$ cat config.mk
export PLATFORM = sky130hd
export DESIGN_NAME = decimal_digit_multiplier
export DESIGN_NICKNAME = d
export VERILOG_FILES = /design/src/rtl/ddm_pkg.sv /design/src/rtl/ddm_ram.sv /design/src/rtl/ddm_sequencer.sv /design/src/rtl/ddm_datapath.sv /design/src/rtl/decimal_digit_multiplier.sv
export SDC_FILE = /design/constraint.sdc
export NUM_CORES = 1
export LEC_CHECK = 0
export BUFFER_PORTS_ARGS = -buffer_cell sky130_fd_sc_hd__buf_2
export CAP_MARGIN = 10
export CORE_UTILIZATION = 65
export DETAILED_ROUTE_END_ITERATION = 6
export PLACE_DENSITY_LB_ADDON = 0.05
export SLEW_MARGIN = 15
export SYNTH_ARGS = -nofsm -noshare
export SYNTH_HDL_FRONTEND = slang
export SYNTH_SLANG_ARGS = --single-unit
$ cat constraint.sdc
create_clock -name clk -period 26.8 [get_ports clk]
set_clock_uncertainty 0.15 [all_clocks]
set_input_delay 5.36 -clock clk [delete_from_list [all_inputs] [get_ports clk]]
set_output_delay 5.36 -clock clk [all_outputs]
set_load 0.03 [all_outputs]
$ cat src/rtl/ddm_pkg.sv
// ----------------------------------------------------------------------------
// Decimal digit multiplier package
// Shared types, constants, the divide-by-ten helper and the microcode ROM of
// the long multiplication sequencer.
// ----------------------------------------------------------------------------
`default_nettype none

package ddm_pkg;

	// Default operand length limit, in decimal digits.
	localparam int DEFAULT_MAX_DIGITS = 16;

	// One decimal digit.
	localparam int DIGIT_W = 4;
	localparam logic [DIGIT_W-1:0] DIGIT_MAX = 4'd9;

	// Input transaction: one operand digit.
	typedef struct packed {
		logic               operand_select;
		logic [DIGIT_W-1:0] digit_value;
		logic               end_of_operands;
	} in_item_t;

	// Output transaction: one product digit.
	typedef struct packed {
		logic [DIGIT_W-1:0] product_digit;
		logic               last_digit;
		logic               too_long;
	} out_item_t;

	// Sequencer steps.
	typedef enum logic [3:0] {
		ST_LOAD      = 4'd0,
		ST_CHECK     = 4'd1,
		ST_MAC       = 4'd2,
		ST_CARRY     = 4'd3,
		ST_NEXT_ROW  = 4'd4,
		ST_SCAN_INIT = 4'd5,
		ST_SCAN      = 4'd6,
		ST_EMIT      = 4'd7,
		ST_FINISH    = 4'd8,
		ST_ZERO      = 4'd9
	} step_t;

	// Sequencing mode of a control word.
	typedef enum logic [1:0] {
		SEQ_NEXT   = 2'd0,  // go to the following step
		SEQ_JUMP   = 2'd1,  // go to the target
		SEQ_BRANCH = 2'd2,  // condition ? target : following step
		SEQ_WAIT   = 2'd3   // condition ? target : stay
	} seq_t;

	// Jump conditions.
	typedef enum logic [2:0] {
		C_TRUE      = 3'd0,
		C_IN_END    = 3'd1,
		C_ZERO_OP   = 3'd2,
		C_J_LAST    = 3'd3,
		C_I_LAST    = 3'd4,
		C_SCAN_HIT  = 3'd5,
		C_EMIT_DONE = 3'd6,
		C_OUT_FREE  = 3'd7
	} cond_t;

	// Datapath operations.
	typedef enum logic [3:0] {
		ACT_NONE      = 4'd0,
		ACT_LOAD      = 4'd1,
		ACT_INIT      = 4'd2,
		ACT_MAC       = 4'd3,
		ACT_CARRY     = 4'd4,
		ACT_NEXT_ROW  = 4'd5,
		ACT_SCAN_INIT = 4'd6,
		ACT_SCAN      = 4'd7,
		ACT_EMIT      = 4'd8,
		ACT_ZERO      = 4'd9,
		ACT_FINISH    = 4'd10
	} act_t;

	// One microcode word.
	typedef struct packed {
		seq_t  seq;
		cond_t cond;
		step_t target;
		act_t  act;
	} uword_t;

	// Status from the datapath to the sequencer.
	typedef struct packed {
		logic in_end;
		logic zero_op;
		logic j_last;
		logic i_last;
		logic scan_hit;
		logic emit_done;
		logic out_free;
	} flags_t;

	// Product digit handed from the datapath to the output register.
	typedef struct packed {
		logic               valid;
		logic [DIGIT_W-1:0] digit;
		logic               last;
		logic               flag;
	} emit_t;

	// Quotient of a value up to 99 by ten, from nine parallel compares.
	function automatic logic [DIGIT_W-1:0] div10(input logic [6:0] v);
		logic [DIGIT_W-1:0] q;
		q = '0;
		for (int t = 1; t <= 9; t++) begin
			if (v >= 7'(10 * t)) begin
				q = q + 4'd1;
			end
		end
		return q;
	endfunction

	// Microcode program of the long multiplication.
	function automatic uword_t ucode_rom(input step_t step);
		uword_t w;
		case (step)
			ST_LOAD:      w = '{SEQ_WAIT,   C_IN_END,    ST_CHECK,     ACT_LOAD};
			ST_CHECK:     w = '{SEQ_BRANCH, C_ZERO_OP,   ST_ZERO,      ACT_INIT};
			ST_MAC:       w = '{SEQ_WAIT,   C_J_LAST,    ST_CARRY,     ACT_MAC};
			ST_CARRY:     w = '{SEQ_BRANCH, C_I_LAST,    ST_SCAN_INIT, ACT_CARRY};
			ST_NEXT_ROW:  w = '{SEQ_JUMP,   C_TRUE,      ST_MAC,       ACT_NEXT_ROW};
			ST_SCAN_INIT: w = '{SEQ_NEXT,   C_TRUE,      ST_SCAN,      ACT_SCAN_INIT};
			ST_SCAN:      w = '{SEQ_WAIT,   C_SCAN_HIT,  ST_EMIT,      ACT_SCAN};
			ST_EMIT:      w = '{SEQ_WAIT,   C_EMIT_DONE, ST_FINISH,    ACT_EMIT};
			ST_FINISH:    w = '{SEQ_JUMP,   C_TRUE,      ST_LOAD,      ACT_FINISH};
			ST_ZERO:      w = '{SEQ_WAIT,   C_OUT_FREE,  ST_FINISH,    ACT_ZERO};
			default:      w = '{SEQ_JUMP,   C_TRUE,      ST_LOAD,      ACT_NONE};
		endcase
		return w;
	endfunction

endpackage

`default_nettype wire

$ cat src/rtl/ddm_ram.sv
// ----------------------------------------------------------------------------
// Generic RAM
// One write port and one read port with registered read data.
// ----------------------------------------------------------------------------
`default_nettype none

module ddm_ram #(
	parameter int Width = 4,
	parameter int Depth = 16
) (
	input  wire logic                                  clk,
	input  wire logic                                  we,
	input  wire logic [(Depth > 1 ? $clog2(Depth) : 1)-1:0] waddr,
	input  wire logic [Width-1:0]                      wdata,
	input  wire logic [(Depth > 1 ? $clog2(Depth) : 1)-1:0] raddr,
	output logic      [Width-1:0]                      rdata
);

	logic [Width-1:0] mem_q [Depth];

	// Write port and registered read port.
	always_ff @(posedge clk) begin
		if (we) begin
			mem_q[waddr] <= wdata;
		end
		rdata <= mem_q[raddr];
	end

endmodule

`default_nettype wire

$ cat src/rtl/ddm_sequencer.sv
// ----------------------------------------------------------------------------
// Decimal digit multiplier sequencer
// Step counter over the microcode ROM; picks the next step from the jump
// condition and hands the operation field to the datapath.
// ----------------------------------------------------------------------------
`default_nettype none

module ddm_sequencer import ddm_pkg::*; (
	input  wire logic   clk,
	input  wire logic   arst_n,
	input  wire flags_t flags,
	output act_t        act
);

	step_t  step_q;
	step_t  step_d;
	uword_t uword;
	logic   cond_ok;

	// Step counter.
	always_ff @(posedge clk or negedge arst_n) begin
		if (!arst_n) begin
			step_q <= ST_LOAD;
		end else begin
			step_q <= step_d;
		end
	end

	// Control word fetch, condition select and next step.
	always_comb begin
		uword = ucode_rom(step_q);
		act   = uword.act;

		case (uword.cond)
			C_TRUE:      cond_ok = 1'b1;
			C_IN_END:    cond_ok = flags.in_end;
			C_ZERO_OP:   cond_ok = flags.zero_op;
			C_J_LAST:    cond_ok = flags.j_last;
			C_I_LAST:    cond_ok = flags.i_last;
			C_SCAN_HIT:  cond_ok = flags.scan_hit;
			C_EMIT_DONE: cond_ok = flags.emit_done;
			C_OUT_FREE:  cond_ok = flags.out_free;
			default:     cond_ok = 1'b0;
		endcase

		case (uword.seq)
			SEQ_NEXT:   step_d = step_t'(step_q + 4'd1);
			SEQ_JUMP:   step_d = uword.target;
			SEQ_BRANCH: step_d = cond_ok ? uword.target : step_t'(step_q + 4'd1);
			SEQ_WAIT:   step_d = cond_ok ? uword.target : step_q;
			default:    step_d = ST_LOAD;
		endcase
	end

endmodule

`default_nettype wire

$ cat src/rtl/ddm_datapath.sv
// ----------------------------------------------------------------------------
// Decimal digit multiplier datapath
// Operand digit stores, product digit store, row and column counters, the
// digit multiply-accumulate unit and the product scan counter.
// ----------------------------------------------------------------------------
`default_nettype none

module ddm_datapath import ddm_pkg::*; #(
	parameter int MaxDigits = DEFAULT_MAX_DIGITS
) (
	input  wire logic     clk,
	input  wire logic     arst_n,
	input  wire act_t     act,
	input  wire logic     in_valid,
	input  wire in_item_t in_data,
	input  wire logic     out_free,
	output logic          in_ready,
	output flags_t        flags,
	output emit_t         emit
);

	localparam int LW = $clog2(MaxDigits + 1);
	localparam int IW = (MaxDigits > 1) ? $clog2(MaxDigits) : 1;
	localparam int PD = 2 * MaxDigits;
	localparam int PW = $clog2(PD);
	localparam logic [LW-1:0] MAX_LEN = LW'(MaxDigits);

	logic [LW-1:0]      len1_q, len2_q;
	logic               ovf_q;
	logic [IW-1:0]      i_q, i_d;
	logic [IW-1:0]      j_q, j_d;
	logic [PW-1:0]      k_q, k_d;
	logic [DIGIT_W-1:0] carry_q, carry_d;

	logic               accept;
	logic [DIGIT_W-1:0] digit_sat;
	logic               we1, we2;
	logic [IW-1:0]      raddr1, raddr2;
	logic [DIGIT_W-1:0] rdata1, rdata2;
	logic               prod_we;
	logic [PW-1:0]      prod_waddr, prod_raddr;
	logic [DIGIT_W-1:0] prod_wdata, prod_rdata;
	logic [DIGIT_W-1:0] acc_digit;
	logic [6:0]         mac_sum;
	logic [DIGIT_W-1:0] mac_quo;
	logic [DIGIT_W-1:0] mac_rem;
	logic               scan_phase;

	// Input handshake and digit loading.
	assign in_ready  = (act == ACT_LOAD);
	assign accept    = in_valid && in_ready;
	assign digit_sat = (in_data.digit_value > DIGIT_MAX) ? DIGIT_MAX : in_data.digit_value;
	assign we1 = accept && !in_data.operand_select && (len1_q != MAX_LEN);
	assign we2 = accept && in_data.operand_select && (len2_q != MAX_LEN);

	// Operand digit stores, addressed from the least significant digit.
	assign raddr1 = IW'(len1_q - LW'(1) - LW'(i_d));
	assign raddr2 = IW'(len2_q - LW'(1) - LW'(j_d));

	ddm_ram #(.Width(DIGIT_W), .Depth(MaxDigits)) u_first_ram (
		.clk   (clk),
		.we    (we1),
		.waddr (IW'(len1_q)),
		.wdata (digit_sat),
		.raddr (raddr1),
		.rdata (rdata1)
	);

	ddm_ram #(.Width(DIGIT_W), .Depth(MaxDigits)) u_second_ram (
		.clk   (clk),
		.we    (we2),
		.waddr (IW'(len2_q)),
		.wdata (digit_sat),
		.raddr (raddr2),
		.rdata (rdata2)
	);

	// Multiply-accumulate of one digit pair. The first row starts on fresh
	// cells, so the stored value is ignored there.
	assign acc_digit = (i_q == '0) ? '0 : prod_rdata;
	assign mac_sum   = 7'(acc_digit) + 7'(rdata1) * 7'(rdata2) + 7'(carry_q);
	assign mac_quo   = div10(mac_sum);
	assign mac_rem   = DIGIT_W'(mac_sum - 7'({mac_quo, 3'b000}) - 7'({mac_quo, 1'b0}));

	// Product store: digits during the rows, carry at the end of each row.
	assign scan_phase = (act == ACT_SCAN_INIT) || (act == ACT_SCAN) || (act == ACT_EMIT);
	assign prod_we    = (act == ACT_MAC) || (act == ACT_CARRY);
	assign prod_waddr = (act == ACT_CARRY) ? PW'(i_q) + PW'(len2_q) : PW'(i_q) + PW'(j_q);
	assign prod_wdata = (act == ACT_CARRY) ? carry_q : mac_rem;
	assign prod_raddr = scan_phase ? k_d : PW'(i_d) + PW'(j_d);

	ddm_ram #(.Width(DIGIT_W), .Depth(PD)) u_prod_ram (
		.clk   (clk),
		.we    (prod_we),
		.waddr (prod_waddr),
		.wdata (prod_wdata),
		.raddr (prod_raddr),
		.rdata (prod_rdata)
	);

	// Status toward the sequencer.
	always_comb begin
		flags.in_end    = accept && in_data.end_of_operands;
		flags.zero_op   = (len1_q == '0) || (len2_q == '0);
		flags.j_last    = (LW'(j_q) == len2_q - LW'(1));
		flags.i_last    = (LW'(i_q) == len1_q - LW'(1));
		flags.scan_hit  = (prod_rdata != '0) || (k_q == '0);
		flags.emit_done = out_free && (k_q == '0);
		flags.out_free  = out_free;
	end

	// Counter updates for the current operation.
	always_comb begin
		i_d     = i_q;
		j_d     = j_q;
		k_d     = k_q;
		carry_d = carry_q;
		case (act)
			ACT_INIT: begin
				i_d     = '0;
				j_d     = '0;
				carry_d = '0;
			end
			ACT_MAC: begin
				carry_d = mac_quo;
				j_d     = flags.j_last ? j_q : j_q + IW'(1);
			end
			ACT_NEXT_ROW: begin
				i_d     = i_q + IW'(1);
				j_d     = '0;
				carry_d = '0;
			end
			ACT_SCAN_INIT: begin
				k_d = PW'(PW'(len1_q) + PW'(len2_q) - PW'(1));
			end
			ACT_SCAN: begin
				if (!flags.scan_hit) begin
					k_d = k_q - PW'(1);
				end
			end
			ACT_EMIT: begin
				if (out_free && (k_q != '0)) begin
					k_d = k_q - PW'(1);
				end
			end
			default: begin
			end
		endcase
	end

	// Product digit toward the output register.
	always_comb begin
		emit.valid = 1'b0;
		emit.digit = prod_rdata;
		emit.last  = (k_q == '0);
		emit.flag  = ovf_q;
		case (act)
			ACT_EMIT: begin
				emit.valid = out_free;
			end
			ACT_ZERO: begin
				emit.valid = out_free;
				emit.digit = '0;
				emit.last  = 1'b1;
			end
			default: begin
			end
		endcase
	end

	// Loop counters and carry.
	always_ff @(posedge clk) begin
		i_q     <= i_d;
		j_q     <= j_d;
		k_q     <= k_d;
		carry_q <= carry_d;
	end

	// Operand lengths and the dropped digit flag.
	always_ff @(posedge clk or negedge arst_n) begin
		if (!arst_n) begin
			len1_q <= '0;
			len2_q <= '0;
			ovf_q  <= 1'b0;
		end else if (act == ACT_FINISH) begin
			len1_q <= '0;
			len2_q <= '0;
			ovf_q  <= 1'b0;
		end else if (accept) begin
			if (we1) begin
				len1_q <= len1_q + LW'(1);
			end else if (we2) begin
				len2_q <= len2_q + LW'(1);
			end else begin
				ovf_q <= 1'b1;
			end
		end
	end

	// A stored product cell is always a single decimal digit.
	a_digit_range: assert property (@(posedge clk) disable iff (!arst_n)
		prod_we |-> (prod_wdata <= DIGIT_MAX))
		else $error("product cell written above nine");

	// The row carry stays a single decimal digit.
	a_carry_range: assert property (@(posedge clk) disable iff (!arst_n)
		(act == ACT_MAC) |-> (carry_q <= DIGIT_MAX))
		else $error("row carry above nine");

	// Operand lengths never pass the limit.
	a_len_bound: assert property (@(posedge clk) disable iff (!arst_n)
		(len1_q <= MAX_LEN) && (len2_q <= MAX_LEN))
		else $error("operand length above limit");

	// No digit is loaded while a product digit is handed out.
	a_load_vs_emit: assert property (@(posedge clk) disable iff (!arst_n)
		in_ready |-> !emit.valid)
		else $error("load and emit overlap");

	// After the least significant digit the operands are released.
	a_release: assert property (@(posedge clk) disable iff (!arst_n)
		(emit.valid && emit.last) |=> ##1 ((len1_q == '0) && (len2_q == '0) && !ovf_q))
		else $error("operands not released after product");

endmodule

`default_nettype wire

$ cat src/rtl/decimal_digit_multiplier.sv
// ----------------------------------------------------------------------------
// Decimal digit multiplier
// Schoolbook long multiplication of two decimal operands loaded one digit per
// transaction; the product leaves one digit per transaction.
//
//   Channel | Handshake            | Payload    | Moves
//   --------+----------------------+------------+------------------------------
//   in      | in_valid / in_ready  | in_item_t  | one operand digit, MSD first
//   out     | out_valid / out_ready| out_item_t | one product digit, MSD first
//
// A digit without the end mark is taken in the load step. An end digit then
// runs a check step, the row steps (multiply-accumulate, carry, next row), a
// scan start step, a scan over the leading zero cells, the emit step for the
// product digits and a closing step; an empty operand skips rows and scan and
// gives a single 0 before the close. A low out_ready stretches each product
// digit, and in_ready stays low from the end digit through the closing step.
// Reset clears lengths, flags, the step counter and the output valid; the
// stores need no clearing pass.
`default_nettype none

module decimal_digit_multiplier import ddm_pkg::*; #(
	parameter int MAX_DIGITS = DEFAULT_MAX_DIGITS
) (
	input  wire logic     clk,
	input  wire logic     arst_n,
	input  wire logic     in_valid,
	output logic          in_ready,
	input  wire in_item_t in_data,
	output logic          out_valid,
	input  wire logic     out_ready,
	output out_item_t     out_data
);

	act_t      act;
	flags_t    flags;
	emit_t     emit;
	logic      out_free;
	logic      out_valid_q;
	out_item_t out_data_q;

	ddm_sequencer u_seq (
		.clk    (clk),
		.arst_n (arst_n),
		.flags  (flags),
		.act    (act)
	);

	ddm_datapath #(.MaxDigits(MAX_DIGITS)) u_dp (
		.clk      (clk),
		.arst_n   (arst_n),
		.act      (act),
		.in_valid (in_valid),
		.in_data  (in_data),
		.out_free (out_free),
		.in_ready (in_ready),
		.flags    (flags),
		.emit     (emit)
	);

	// Output register: free when empty or when its transaction completes.
	assign out_free = !out_valid_q || out_ready;

	always_ff @(posedge clk or negedge arst_n) begin
		if (!arst_n) begin
			out_valid_q <= 1'b0;
		end else if (emit.valid) begin
			out_valid_q <= 1'b1;
		end else if (out_ready) begin
			out_valid_q <= 1'b0;
		end
	end

	always_ff @(posedge clk) begin
		if (emit.valid) begin
			out_data_q.product_digit <= emit.digit;
			out_data_q.last_digit    <= emit.last;
			out_data_q.too_long      <= emit.flag;
		end
	end

	assign out_valid = out_valid_q;
	assign out_data  = out_data_q;

endmodule

`default_nettype wire
; After elaboration in Yosys (flattened, before gate mapping)
; Memory sizes are Yosys's and may differ from the RTL's. A register that Yosys moved wholly into a read port is not among the register bits.
; Index checks and enable logic that the tools add are counted.
[op_classes]
n_addsub = 27
mul = 1
n_div = 0
magnitude_cmp = 10
n_eq_ne = 27
shifts = 0
mux = 45
n_bitwise = 0
n_reduce_logical = 34
[ops]
columns = cell, count
row1 = two-way mux 4 bit, 14
row2 = two-way mux 5 bit, 11
row3 = adder 4 x 1 -> 4 bit (second input constant), 10
row4 = case mux 4 bit (2 select lines), 3
row5 = greater-or-equal comparator 7 x 6 -> 1 bit (second input constant), 3
row6 = greater-or-equal comparator 7 bit (second input constant), 3
row7 = subtractor 5 x 1 -> 5 bit (second input constant), 4
row8 = == test 4 x 3 -> 1 bit (second input constant), 4
row9 = case mux 4 bit (4 select lines), 1
row10 = subtractor 4 bit, 4
row11 = logical NOT 5 bit, 3
row12 = case mux 5 bit (3 select lines), 1
row13 = greater-or-equal comparator 7 x 5 -> 1 bit (second input constant), 2
row14 = two-way mux 1 bit, 14
row15 = == test 3 bit (second input constant), 4
row16 = == test 4 bit (second input constant), 3
row17 = adder 4 x 4 -> 5 bit, 2
row18 = adder 5 x 1 -> 5 bit (second input constant), 2
row19 = == test 4 x 5 -> 1 bit, 2
row20 = != test 5 bit (second input constant), 2
row21 = nonzero test 2 bit, 5
row22 = == test 4 x 2 -> 1 bit (second input constant), 2
row23 = logical AND 1 bit, 8
row24 = case mux 1 bit (8 select lines), 1
row25 = other kinds (24), 36
[word_totals]
reg_bits = 39
latch_bits = 0
mem_bits_rw = 256
mem_bits_ro = 208
input_bits = 10
output_inout_bits = 8
word_cells = 160
n_memories = 4
[mem_list]
columns = memory, words, width, rd, rd_ports_with_merged_regs, wr, line_no
row1 = (no name shown), 16, 13, 1, 0, 0, ddm_pkg.sv:122  ; case (step)
row2 = u_dp.u_prod_ram.mem_q, 32, 4, 1, 1, 1, ddm_ram.sv:19  ; logic [Width-1:0] mem_q [Depth];
row3 = u_dp.u_first_ram.mem_q, 16, 4, 1, 1, 1, ddm_ram.sv:19
row4 = u_dp.u_second_ram.mem_q, 16, 4, 1, 1, 1, ddm_ram.sv:19

; Logic depth before layout (Yosys ltp)
; Gate-level depths: netlist of run 1.
[depth]
word_depth = 25
mapped_depth = 36
depth_no_buf = 36

; Modules after synthesis
; A second synthesis of run 1 with hierarchy kept.
[hier_totals]
cells_unflattened = 1114
area_unflattened_um2 = 15745.1
[modules_own_cells]
columns = mod, n_inst, cells_per_inst, area_each_um2, seq_area_each_um2
row1 = ddm_ram (u_dp.u_first_ram ...), 2, 130, 2666.3, 2001.9
row2 = ddm_ram (u_dp.u_prod_ram), 1, 231, 5138.7, 3923.8
row3 = ddm_datapath, 1, 513, 4275.4, 655.6
row4 = ddm_sequencer, 1, 101, 770.7, 100.1
row5 = decimal_digit_multiplier, 1, 9, 227.7, 205.2

; Worst setup path after synthesis of run 1
; No wires, ideal clock.
[synth_path]
kind = reg-to-reg
startpoint = register u_dp.i_q[1]
endpoint = memory u_dp.u_prod_ram.mem_q[0][3] (data pin)
setup_ns = 0.377
arrival_ns = 8.254
t_required_ns = 26.273
path_slack_ns = 18.019
stages_incl_launch_ff = 36
path_buffers = 1
period_less_slack_ns = 8.781
path_cell_list = dfxtp_1 inv_1 ha_1 nand2_1 nand2_1 fa_1 fa_1 fa_1 inv_1 fa_1 a21o_1 a21o_2 xnor2_4 nand3_1 inv_1 ha_1 buf_2 clkinv_1 xnor2_1 o21ai_0 ha_1 nand2_1 o31ai_2 xnor2_1 o21ai_0 ha_1 xor2_1 mux2_2 ha_1 nand2_1 o31ai_1 ha_1 a21boi_1 xnor2_1 xnor2_1 a21oi_1
[synth_via]
elab_cells_between_ends = 33
cone_classes = 12 x add/sub / 9 x order compare / 11 x mux / 1 x reduce/logical
[synth_rtl]
columns = item, line_no
row1 = "start, declared", ddm_datapath.sv:30  ; logic [IW-1:0] i_q, i_d;
row2 = "start signal, assigned", ddm_datapath.sv:173  ; i_q <= i_d;
row3 = logical NOT 4 bit (*), ddm_datapath.sv:80  ; assign acc_digit = (i_q == '0) ? '0 : prod_rdata;
row4 = two-way mux 4 bit (*), ddm_datapath.sv:80
row5 = adder 4 x 7 -> 7 bit (*), ddm_datapath.sv:81  ; assign mac_sum = 7'(acc_digit) + 7'(rdata1) * 7'(rdata2) + 7'(carry_q);
row6 = adder 7 x 4 -> 7 bit (*), ddm_datapath.sv:81
row7 = greater-or-equal comparator 7 x 4 -> 1 bit, ddm_pkg.sv:112  ; if (v >= 7'(10 * t)) begin
row8 = two-way mux 1 bit, ddm_pkg.sv:112
row9 = adder 1 x 1 -> 2 bit, ddm_pkg.sv:113  ; q = q + 4'd1;
row10 = two-way mux 4 bit, ddm_pkg.sv:112
row11 = [... 10 more ...], n/a
row12 = adder 4 x 1 -> 4 bit, ddm_pkg.sv:113
row13 = two-way mux 4 bit, ddm_pkg.sv:112
row14 = adder 4 x 1 -> 4 bit, ddm_pkg.sv:113
row15 = two-way mux 4 bit (*), ddm_pkg.sv:112
row16 = named net u_dp.mac_quo[1], ddm_datapath.sv:45  ; logic [DIGIT_W-1:0] mac_quo;
row17 = subtractor 4 bit (*), ddm_datapath.sv:83  ; assign mac_rem = DIGIT_W'(mac_sum - 7'({mac_quo, 3'b000}) - 7'({mac_quo, 1'b0}));
row18 = two-way mux 4 bit (*), ddm_datapath.sv:89  ; assign prod_wdata = (act == ACT_CARRY) ? carry_q : mac_rem;
row19 = named net u_dp.prod_wdata[3], ddm_datapath.sv:42  ; logic [DIGIT_W-1:0] prod_wdata, prod_rdata;
row20 = "end, declared", ddm_ram.sv:19
; The timed path passes the listed nets; every way through them passes the cells marked *.

; Worst setup path in the final report of run 1
[layout_path]
startpoint = register u_dp.i_q[1]
endpoint = memory u_dp.u_prod_ram.mem_q[9][3] (data pin)
; The elaborated chain is that of the path after synthesis.

==> results of run 1 <==
## worst max-delay path, delay by kind of cell (launching register included)
kind / cells / cell delay (ns)
buffers and inverters: 4 / 0.81
AND/OR/NAND/NOR: 5 / 0.60
adder cells (fa/ha/maj): 11 / 4.00
AO/OA/AOI/OAI: 8 / 1.21
multiplexers: 1 / 0.28
XOR/XNOR: 6 / 1.14
flip-flops: 1 / 0.46
## flip-flops by register name (all words and copies together), names as in the netlist
signal	cells
u_seq.step_q	4
u_dp.len2_q	5
u_dp.u_prod_ram.mem_q	128
out_valid	1
u_dp.carry_q	4
u_dp.k_q	5
u_dp.len1_q	5
u_dp.j_q	4
u_dp.i_q	4
u_dp.u_first_ram.rdata	4
u_dp.u_second_ram.rdata	4
out_data	6
u_dp.ovf_q	1
u_dp.u_first_ram.mem_q	64
u_dp.u_second_ram.mem_q	64
u_dp.u_prod_ram.rdata	4
## stage by stage
step           utilization  instances  hold slack [ns]  area, µm²
6_report            0.7263       1654           0.3988      17250
5_1_grt             0.7263       1654           0.4164      17250
4_1_cts             0.7258       1654           0.3825      17240
3_5_place_dp        0.6851       1596           0.3697      16270
3_3_place_gp        0.6851       1596           0.3617      16270
2_1_floorplan            -       1301           0.2754      15930
## area by class of cell
class / count / area [µm²] / area share
clock buffers: 49 / 863.3 / 0.05004
clock inverters: 9 / 103.9 / 0.006019
inverters: 65 / 244.0 / 0.01414
multi-input cells: 879 / 6601 / 0.3826
flip-flops and latches: 307 / 8889 / 0.5152
well taps: 319 / 399.1 / 0.02313
repair buffers: 26 / 152.6 / 0.008848
## logic make-up after synthesis
family                   synth area share
AND/OR/NAND/NOR                    0.1217
XOR/XNOR                          0.04305
buffers and inverters             0.03024
multiplexers                      0.06339
AO/OA/AOI/OAI                      0.1140
flip-flops                         0.5581
adder cells (fa/ha/maj)           0.06960
## layer usage
metal  GRT usage  part of all wire  vias up
li1            -                 -     4866
met5           0                 0        -
met1      0.3954              0.44     5091
met4     0.09341             0.032        0
met2      0.4367              0.46      381
met3     0.04600             0.069       68
## cell usage after synthesis (all sizes together) (22+ instances only)
master / count / area share
nor2: 109 / 0.026
xnor2: 45 / 0.029
buf: 30 / 0.010
ha: 63 / 0.049
inv: 62 / 0.015
o21ai: 43 / 0.014
dfxtp: 25 / 0.031
nand2: 167 / 0.039
a21oi: 75 / 0.025
nor3: 23 / 0.0086
edfxtp: 266 / 0.50
mux4: 36 / 0.051
nand3: 22 / 0.0069
## final timing paths
check,from,to,slack [ns],depth (start not counted)
setup / recovery,u_dp.i_q[1],u_dp.u_prod_ram.mem_q[9][3],17.83,35
hold / removal,u_dp.k_q[4],u_dp.k_q[4],0.40,2
setup reg to reg,u_dp.i_q[1],u_dp.u_prod_ram.mem_q[9][3],17.83,35
hold reg to reg,u_dp.k_q[4],u_dp.k_q[4],0.40,2
max in group asynchronous,arst_n,u_dp.len1_q[1],21.54,1
min in group asynchronous,arst_n,u_seq.step_q[2],4.62,1
==> out/results.ini, run 1 <==
[cells_and_area]
nets = 1399
antenna_cells = 0
n_fill_cell = 1595
layout_common_cells = 266 x edfxtp_1, 167 x nand2_1, 108 x nor2_1, 68 x a21oi_1, 63 x ha_1
area_delta_synth_final_pct = 8.319
final_common_cell = edfxtp_1
layout-drive-gt1-share = 0.1169

[placement]
gp_congestion = 0.8992
io_buffers = 17
dp_slack_ns = 17.88
post-dp-hpwl_um = 23810

[logic_synthesis]
seq_area_frac_synth = 0.5581
synthCells = 1301
synth_flop_cell = edfxtp_1
synth_nets = 1390
ys_async_sr_fraction = 0.05212
synth_edf_count = 266
yosysWarnings = 0
ys_ff_latch = 307
syn_area_um2 = 15930
syn_area_per_cell_um2 = 12.24
synth_cell_types = 93

[floorplan]
coreArea_um2 = 23750
die_h_um = 158.5
ioPinCount = 18
die_w_um = 158.5
die_area_um2 = 25130
rows = 56
initial_utilization = 0.6706

[flow_run]
maxCapViolCount = 0

[setup_path]
path_class = flip-flop to flip-flop
cpPeakStageDelay_ns = 0.59
worst_path_max_delay_cell = ha_1
start_kind = flip-flop
endpoint_kind = flip-flop
required_ns = 26.91
cp_common_cell = ha_1
worst-endpoint-arrival_ns = 9.08
crit_fanout = 32

[sta]
tightest_slew_ns = 1.082
final_min_period_over_clock_period = 0.3347
hold_violations = 0
setup_viol = 0
rsz0062_at_grt = no
drv_slew = 0
maxSlewHeadroom = 0.2718
tns_ns = 0
fmax_mhz = 111.5
fin_crit_ns = 8.971
setup_ws_ns = 17.83

[global_route]
antenna_found_initial = 0
grt_first_pass_wirelength_um = 52920
overflow = 0
grt_pass1_vias = 9879
grt_max_degree = 64
grt_util_all_layers = 0.2775

[clocking]
cts_hold_buf = 0
post_cts_buffers = 0
htreeDepth = 1
clkTransAtPathRegs_ns = 0.06
cts.sinks = 307
cts-root-buf = clkbuf_16
post_cts_resized = 0
clk_path_buf_depth = 3
cts_buffers = 31
cts_tree = yes
clk-insertion-delay-late_ns = 0.55

[detailed_routing]
vias = 10410
drtIter0Drc = 1096
finalWirelength_um = 33670
first_pass_iters = 5
ant_nets = 0
vias_per_cell = 6.291
routedWlPerCell_um = 20.36
drc = 0

[min_path]
hold_path.class = flip-flop to flip-flop

[run_status]
outcome = finished, final reports clean

Power of run 1 is left out: the tool's default activity adds up to more than one toggle a clock period on the data nets, which glitch-free logic cannot reach.
==> inputs of run 2 (changes only) <==
- CORE_UTILIZATION: 65 -> 64
- clock period: 26.8 -> 8.61 ns (I/O delays scaled with it)
==> run 2 against run 1 <==
Non-clock buffer count increased by 6. Design area increased by 0.63%. Critical endpoint is now u_dp.u_prod_ram.mem_q[8][3]. Core utilization is 1.5 points lower. Register-to-register slack got worse by 17 ns. Count of clock-buffer cells in the layout is 3 lower. Critical path type unchanged.
==> out/results.ini, run 2 (same netlist as run 1, synthesis figures left out) <==
[cells_and_area]
top_register = u_dp.u_prod_ram.mem_q  ; unchanged
area_delta_synth_final_pct = 9.003  ; was 8.319%
final_common_cell = edfxtp_1  ; unchanged
largest_register_ffs = 128  ; unchanged
final_util = 0.7118  ; was 0.7263
layout-drive-gt1-share = 0.1261  ; was 0.1169
nets = 1405  ; was 1399
layout_common_cells = 266 x edfxtp_1, 167 x nand2_1, 108 x nor2_1, 68 x a21oi_1, 63 x ha_1  ; unchanged
layoutNonFillerInstCount = 1664  ; was 1654
reg_top3 = u_dp.u_prod_ram.mem_q (128), u_dp.u_first_ram.mem_q (64), u_dp.u_second_ram.mem_q (64)  ; unchanged
antenna_cells = 0  ; unchanged

[detailed_routing]
ant_nets = 0  ; unchanged
drtIter0Drc = 1083  ; was 1096
routedWlPerCell_um = 20.61  ; was 20.36 µm
vias = 10350  ; was 10.41k
vias_per_cell = 6.219  ; was 6.291
first_pass_iters = 5  ; unchanged
drc = 0  ; unchanged
finalWirelength_um = 34290  ; was 33670 µm

[clocking]
cts_hold_buf = 0  ; unchanged
clk-insertion-delay-late_ns = 0.57  ; was 0.55 ns
cts_buffers = 31  ; unchanged
cts_tree = yes  ; unchanged
clkTransAtPathRegs_ns = 0.06  ; about the same
cts.sinks = 307  ; unchanged
htreeDepth = 1  ; unchanged
clk_path_buf_depth = 3  ; unchanged
cts-root-buf = clkbuf_16  ; unchanged

[sta]
fin_crit_ns = 8.204  ; was 8.971 ns
setup_viol = 0  ; unchanged
final_min_period_over_clock_period = 0.9528  ; was 0.3347
maxSlewHeadroom = 0.2946  ; was 0.2718
setup_ws_ns = 0.4062  ; was 17.83 ns
tightest_slew_ns = 1.048  ; was 1.082 ns
tns_ns = 0  ; unchanged
fmax_mhz = 121.9  ; was 111.5 MHz
drv_slew = 0  ; unchanged
hold_violations = 0  ; unchanged

[setup_path]
required_ns = 8.76  ; was 26.91 ns
endpoint_kind = flip-flop  ; unchanged
cpPeakStageDelay_ns = 0.51  ; was 0.59 ns
worst-endpoint-arrival_ns = 8.35  ; was 9.08 ns
start_kind = flip-flop  ; unchanged
worst_path_max_delay_cell = fa_1  ; was ha_1
crit_fanout = 32  ; unchanged
startpoint = u_dp.i_q[1]  ; unchanged
crit_family = adder cells  ; unchanged
r2r-start = u_dp.i_q[1]  ; unchanged
cp_common_cell = ha_1  ; unchanged
crit_buf_inv = 3  ; was 4
path_class = flip-flop to flip-flop  ; unchanged

[floorplan]
die_area_um2 = 25520  ; was 25130 µm²
die_h_um = 159.8  ; was 158.5 µm
coreArea_um2 = 24390  ; was 23750 µm²
ioPinCount = 18  ; unchanged
rows = 57  ; was 56
initial_utilization = 0.6530  ; was 0.6706
die_w_um = 159.8  ; was 158.5 µm

[global_route]
grt_first_pass_wirelength_um = 54100  ; was 52920 µm
overflow = 0  ; unchanged
grt_max_degree = 64  ; unchanged
antenna_found_initial = 0  ; unchanged
grt_util_all_layers = 0.2734  ; was 0.2775
grt_pass1_vias = 9912  ; was 9879

[placement]
dp_cells = 1603  ; was 1596
post-dp-hpwl_um = 23880  ; was 23810 µm
dp_slack_ns = 0.02378  ; was 17.88 ns
gp_congestion = 0.8794  ; was 0.8992
io_buffers = 17  ; unchanged

[run_status]
outcome = finished, final reports clean  ; unchanged

[min_path]
hold_path.class = flip-flop to flip-flop  ; unchanged
hp-start = u_dp.k_q[4]  ; unchanged

[flow_run]
maxCapViolCount = 0  ; unchanged

run 2: changes by cell type in the layout (fill, tap and decap cells not counted), sizes merged:
cell	before	now
bufinv	2	0
inv	63	64
clkbuf	49	46
clkinv	8	11
buf	26	32
run 2: final timing paths:
| path | slack [ns] | end | depth (start not counted) |
|---|---|---|---|
| setup / recovery | 0.41 | u_dp.u_prod_ram.mem_q[8][3] | 35 |
| hold / removal | 0.39 | u_dp.k_q[4] | 2 |
| setup reg to reg | 0.41 | u_dp.u_prod_ram.mem_q[8][3] | 35 |
| hold reg to reg | 0.39 | u_dp.k_q[4] | 2 |
| max in group asynchronous | 7.03 | u_dp.len2_q[4] | 1 |
| min in group asynchronous | 0.95 | out_valid | 1 |
run 2: layer usage:
| layer | global-route usage | vias to the layer above | routed length, µm |
|---|---|---|---|
| li1 | - | 4874 | - |
| met1 | 0.4077 | 5074 | 15590 |
| met2 | 0.4279 | 341 | 15840 |
| met3 | 0.03688 | 59 | 2081 |
| met4 | 0.06862 | 0 | 788 |
| met5 | 0 | - | 0 |
run 2: per-stage QoR:
step                area (µm²)  hold slack [ns]
floorplan                15930           0.2754
global placement         16310           0.3513
detailed placement       16310           0.3642
CTS                      17280           0.3813
global route             17360           0.4141
finish                   17360           0.3899
run 2: tightest hold or removal path: cells and delay by family, from the launching register on:
kind	cells	cell delay, ns
compound gates	1	0.09
flops	1	0.34
simple gates	1	0.06
run 2: repair_timing:
action,4_1_cts,5_1_grt
gates resized for setup,0,5
endpoints found under the hold margin,0,0
endpoints found under the setup margin,32,64
buffers inserted,0,3
pin swaps,1,2
run 2: final cells by class:
| cell class | count | area [µm²] |
|---|---|---|
| multi-input cells | 879 | 6630 |
| fillers | 1757 | 7029 |
| clock inverters | 11 | 77.57 |
| well taps | 324 | 405.4 |
| repair buffers | 32 | 221.5 |
| clock buffers | 46 | 892.1 |
| flip-flops and latches | 307 | 8891 |
| inverters | 65 | 244.0 |
Power of run 2 is left out for the same reason.
==> inputs of run 3 (changes only) <==
- ABC_AREA: unset -> 1
- CORE_UTILIZATION: 64 -> 60
==> run 3 against run 2 <==
Routed wire length is 3.1% higher. Count of clock-buffer cells in the layout is 5 higher. Register-to-register slack better by 0.12 ns. Cell count is 20% higher. Die area is 6.7% higher. Core utilization is 4.4 points lower. Setup slack better by 0.12 ns. Design area is 0.29% higher. Global-route usage is 0.41 points lower. Critical path type unchanged. Largest cell class unchanged.
==> out/results.ini, run 3 <==
[logic_synthesis]
syn_area_um2 = 15950  ; was 15930 µm²
synth_edf_count = 266  ; unchanged
seq_area_frac_synth = 0.5574  ; was 0.5581
synth.most_common_cell = edfxtp_1  ; unchanged
synth.top_cell.area_share = 0.5009  ; was 0.5015
yosys.area.top_type = edfxtp_1  ; unchanged
ys_ff_latch = 307  ; unchanged
synthTopCellsByArea = edfxtp_1 50%, nand2_1 5.5%, nor2_1 5.4%  ; was edfxtp_1 50%, mux4_2 5.1%, ha_1 4.9%
synth_flop_cell = edfxtp_1  ; unchanged
ys_top_cells_by_count = 266 x edfxtp_1, 234 x nand2_1, 229 x nor2_1  ; was 266 x edfxtp_1, 167 x nand2_1, 108 x nor2_1
synthCells = 1605  ; was 1301
yosysWarnings = 0  ; unchanged
synth_nets = 1694  ; was 1390
syn_area_per_cell_um2 = 9.935  ; was 12.24 µm²
synth_cell_types = 50  ; was 93
ys_async_sr_fraction = 0.05212  ; unchanged

[min_path]
hold_path.class = flip-flop to flip-flop  ; unchanged
hp-start = u_dp.ovf_q  ; was u_dp.k_q[4]

[cells_and_area]
largest_register_ffs = 128  ; unchanged
top_register = u_dp.u_prod_ram.mem_q  ; unchanged
antenna_cells = 0  ; unchanged
area_delta_synth_final_pct = 9.196  ; was 9.003%
final_common_cell = edfxtp_1  ; unchanged
layout-drive-gt1-share = 0.09250  ; was 0.1261
multi_input_area_um2 = 6111  ; was 6630 µm²
final_util = 0.6682  ; was 0.7118
nets = 1718  ; was 1405
layout_common_cells = 266 x edfxtp_1, 233 x nand2_1, 226 x nor2_1, 182 x inv_1, 151 x o21ai_0  ; was 266 x edfxtp_1, 167 x nand2_1, 108 x nor2_1, 68 x a21oi_1, 63 x ha_1
layoutNonFillerInstCount = 1989  ; was 1664
seqCellArea_um2 = 8891  ; unchanged
n_fill_cell = 2043  ; was 1757
reg_top3 = u_dp.u_prod_ram.mem_q (128), u_dp.u_first_ram.mem_q (64), u_dp.u_second_ram.mem_q (64)  ; unchanged

[floorplan]
die_area_um2 = 27230  ; was 25520 µm²
initial_utilization = 0.6119  ; was 0.6530
die_h_um = 165.0  ; was 159.8 µm
ioPinCount = 18  ; unchanged
rows = 59  ; was 57
coreArea_um2 = 26060  ; was 24390 µm²
die_w_um = 165.0  ; was 159.8 µm

[global_route]
use_met3 = 0.03918  ; was 0.03688
antenna_found_initial = 0  ; unchanged
grt_util_all_layers = 0.2693  ; was 0.2734
use_met2 = 0.4260  ; was 0.4279
top_usage_layer = met2  ; unchanged
met1_usage = 0.3937  ; was 0.4077
grt_pass1_vias = 10950  ; was 9912
grt_first_pass_wirelength_um = 56550  ; was 54100 µm
grt_max_degree = 86  ; was 64
overflow = 0  ; unchanged

[sta]
tightest_slew_ns = 1.023  ; was 1.048 ns
fmax_mhz = 123.7  ; was 121.9 MHz
fin_crit_ns = 8.081  ; was 8.204 ns
setup_viol = 0  ; unchanged
tns_ns = 0  ; unchanged
hold-worst-slack_ns = 0.3272  ; was 0.3899 ns
drv_slew = 0  ; unchanged
final_min_period_over_clock_period = 0.9386  ; was 0.9528
maxSlewHeadroom = 0.3153  ; was 0.2946
setup_ws_ns = 0.5289  ; was 0.4062 ns
hold_violations = 0  ; unchanged

[power_and_ir_drop]
power.density_nw_per_um2 = 171.7
leakage_nw = 6.998
sequentialPowerShare = 0.537
p_clk_frac = 0.457
netSwitchingFraction = 0.1891
p_comb_frac = 0.006
p_switching_mw = 0.5654
p_int_mw = 2.424
vdd_drop_max_uv = 185.4

[setup_path]
cpPeakStageDelay_ns = 0.54  ; was 0.51 ns
r2r-start = u_dp.i_q[0]  ; was u_dp.i_q[1]
required_ns = 8.68  ; was 8.76 ns
start_kind = flip-flop  ; unchanged
worst_path_max_delay_cell = fa_1  ; unchanged
crit_fanout = 32  ; unchanged
worst-endpoint-arrival_ns = 8.16  ; was 8.35 ns
endpoint_kind = flip-flop  ; unchanged
cp_common_cell = nand2_1  ; was ha_1
path_class = flip-flop to flip-flop  ; unchanged
startpoint = u_dp.i_q[0]  ; was u_dp.i_q[1]

[placement]
dp_slack_ns = 0.1350  ; was 0.02378 ns
io_buffers = 17  ; unchanged
dp_cells = 1923  ; was 1603
gp_congestion = 0.8565  ; was 0.8794
post-dp-hpwl_um = 23940  ; was 23880 µm

[detailed_routing]
ant_nets = 0  ; unchanged
vias_per_cell = 5.805  ; was 6.219
first_pass_iters = 5  ; unchanged
finalWirelength_um = 35350  ; was 34290 µm
routedWlPerCell_um = 17.77  ; was 20.61 µm
drc = 0  ; unchanged
vias = 11550  ; was 10.35k
drtIter0Drc = 1199  ; was 1083

[clocking]
cts_tree = yes  ; unchanged
htreeDepth = 2  ; was 1
cts.sinks = 307  ; unchanged
cts_buffers = 34  ; was 31
cts_hold_buf = 0  ; unchanged
cts-root-buf = clkbuf_16  ; unchanged
clk-insertion-delay-late_ns = 0.50  ; was 0.57 ns
clkTransAtPathRegs_ns = 0.06  ; about the same
clk_path_buf_depth = 3  ; unchanged

[run_status]
outcome = finished, final reports clean  ; unchanged

[flow_run]
maxCapViolCount = 0  ; unchanged

-- run 3: per-stage QoR --
| stage | instance area [µm²] | total power, mW |
|---|---|---|
| floorplan | 15950 | 1.642 |
| global placement | 16270 | 1.654 |
| detailed placement | 16270 | 1.654 |
| CTS | 17330 | 3.008 |
| global route | 17410 | 3.067 |
| finish | 17410 | 2.990 |
-- run 3: power groups by stage --
stage	Clock, mW	Sequential (mW)	Combinational [mW]
2_1_floorplan	0	1.64	0.00594
3_3_place_gp	0	1.64	0.0173
3_5_place_dp	0	1.64	0.0175
4_1_cts	1.38	1.61	0.0176
5_1_grt	1.44	1.60	0.0191
6_report	1.37	1.61	0.0172
-- run 3: final cells by class --
cell class	count	share of cell area
inverter	197	0.04276
multi-input combinational	1059	0.3510
clock buffer	51	0.05605
clock inverter	10	0.004815
timing repair buffer	30	0.01071
tap	335	0.02407
sequential	307	0.5106
-- run 3: final timing paths --
kind | end | slack (ns) | cells past startpoint
max in group asynchronous | u_dp.len1_q[2] | 7.02 | 1
min in group asynchronous | u_dp.len1_q[3] | 1.00 | 1
setup / recovery | u_dp.u_prod_ram.mem_q[17][3] | 0.53 | 47
setup reg to reg | u_dp.u_prod_ram.mem_q[17][3] | 0.53 | 47
hold reg to reg | out_data[0] | 0.33 | 0
hold / removal | out_data[0] | 0.33 | 0
-- run 3: kinds of logic (layout without fill, tap and decap cells) --
| family | Yosys count | in the layout | synth area share |
|---|---|---|---|
| and+or+nand+nor | 617 | 617 | 0.1678 |
| AOI/OAI and AO/OA | 334 | 334 | 0.1261 |
| DFF | 307 | 307 | 0.5574 |
| buffers and inverters | 239 | 288 | 0.06277 |
| adders and majority gates | 79 | 79 | 0.06952 |
| xor gates and xnor gates | 29 | 29 | 0.01640 |
-- run 3: per-layer routing --
layer | wire, µm | vias up | share of wire
met4 | 442 | 0 | 0.013
met1 | 16220 | 5518 | 0.46
met5 | 0 | - | 0
met2 | 16410 | 377 | 0.46
met3 | 2281 | 38 | 0.065
li1 | - | 5614 | -
-- run 3: worst max-delay path: cells and delay by family, from the launching register on --
kind | cells | cell delay [ns]
buffers and inverters | 9 | 0.73
DFF | 1 | 0.39
adders and majority gates | 10 | 3.50
AOI/OAI and AO/OA | 3 | 0.35
and+or+nand+nor | 23 | 2.32
xor gates and xnor gates | 2 | 0.32
-- run 3: timing repair --
item,in CTS,in global routing
gates resized for setup,0,15
setup buffers,0,5
endpoints found under the setup margin,0,64
Power figures use the tool's default switching activity.
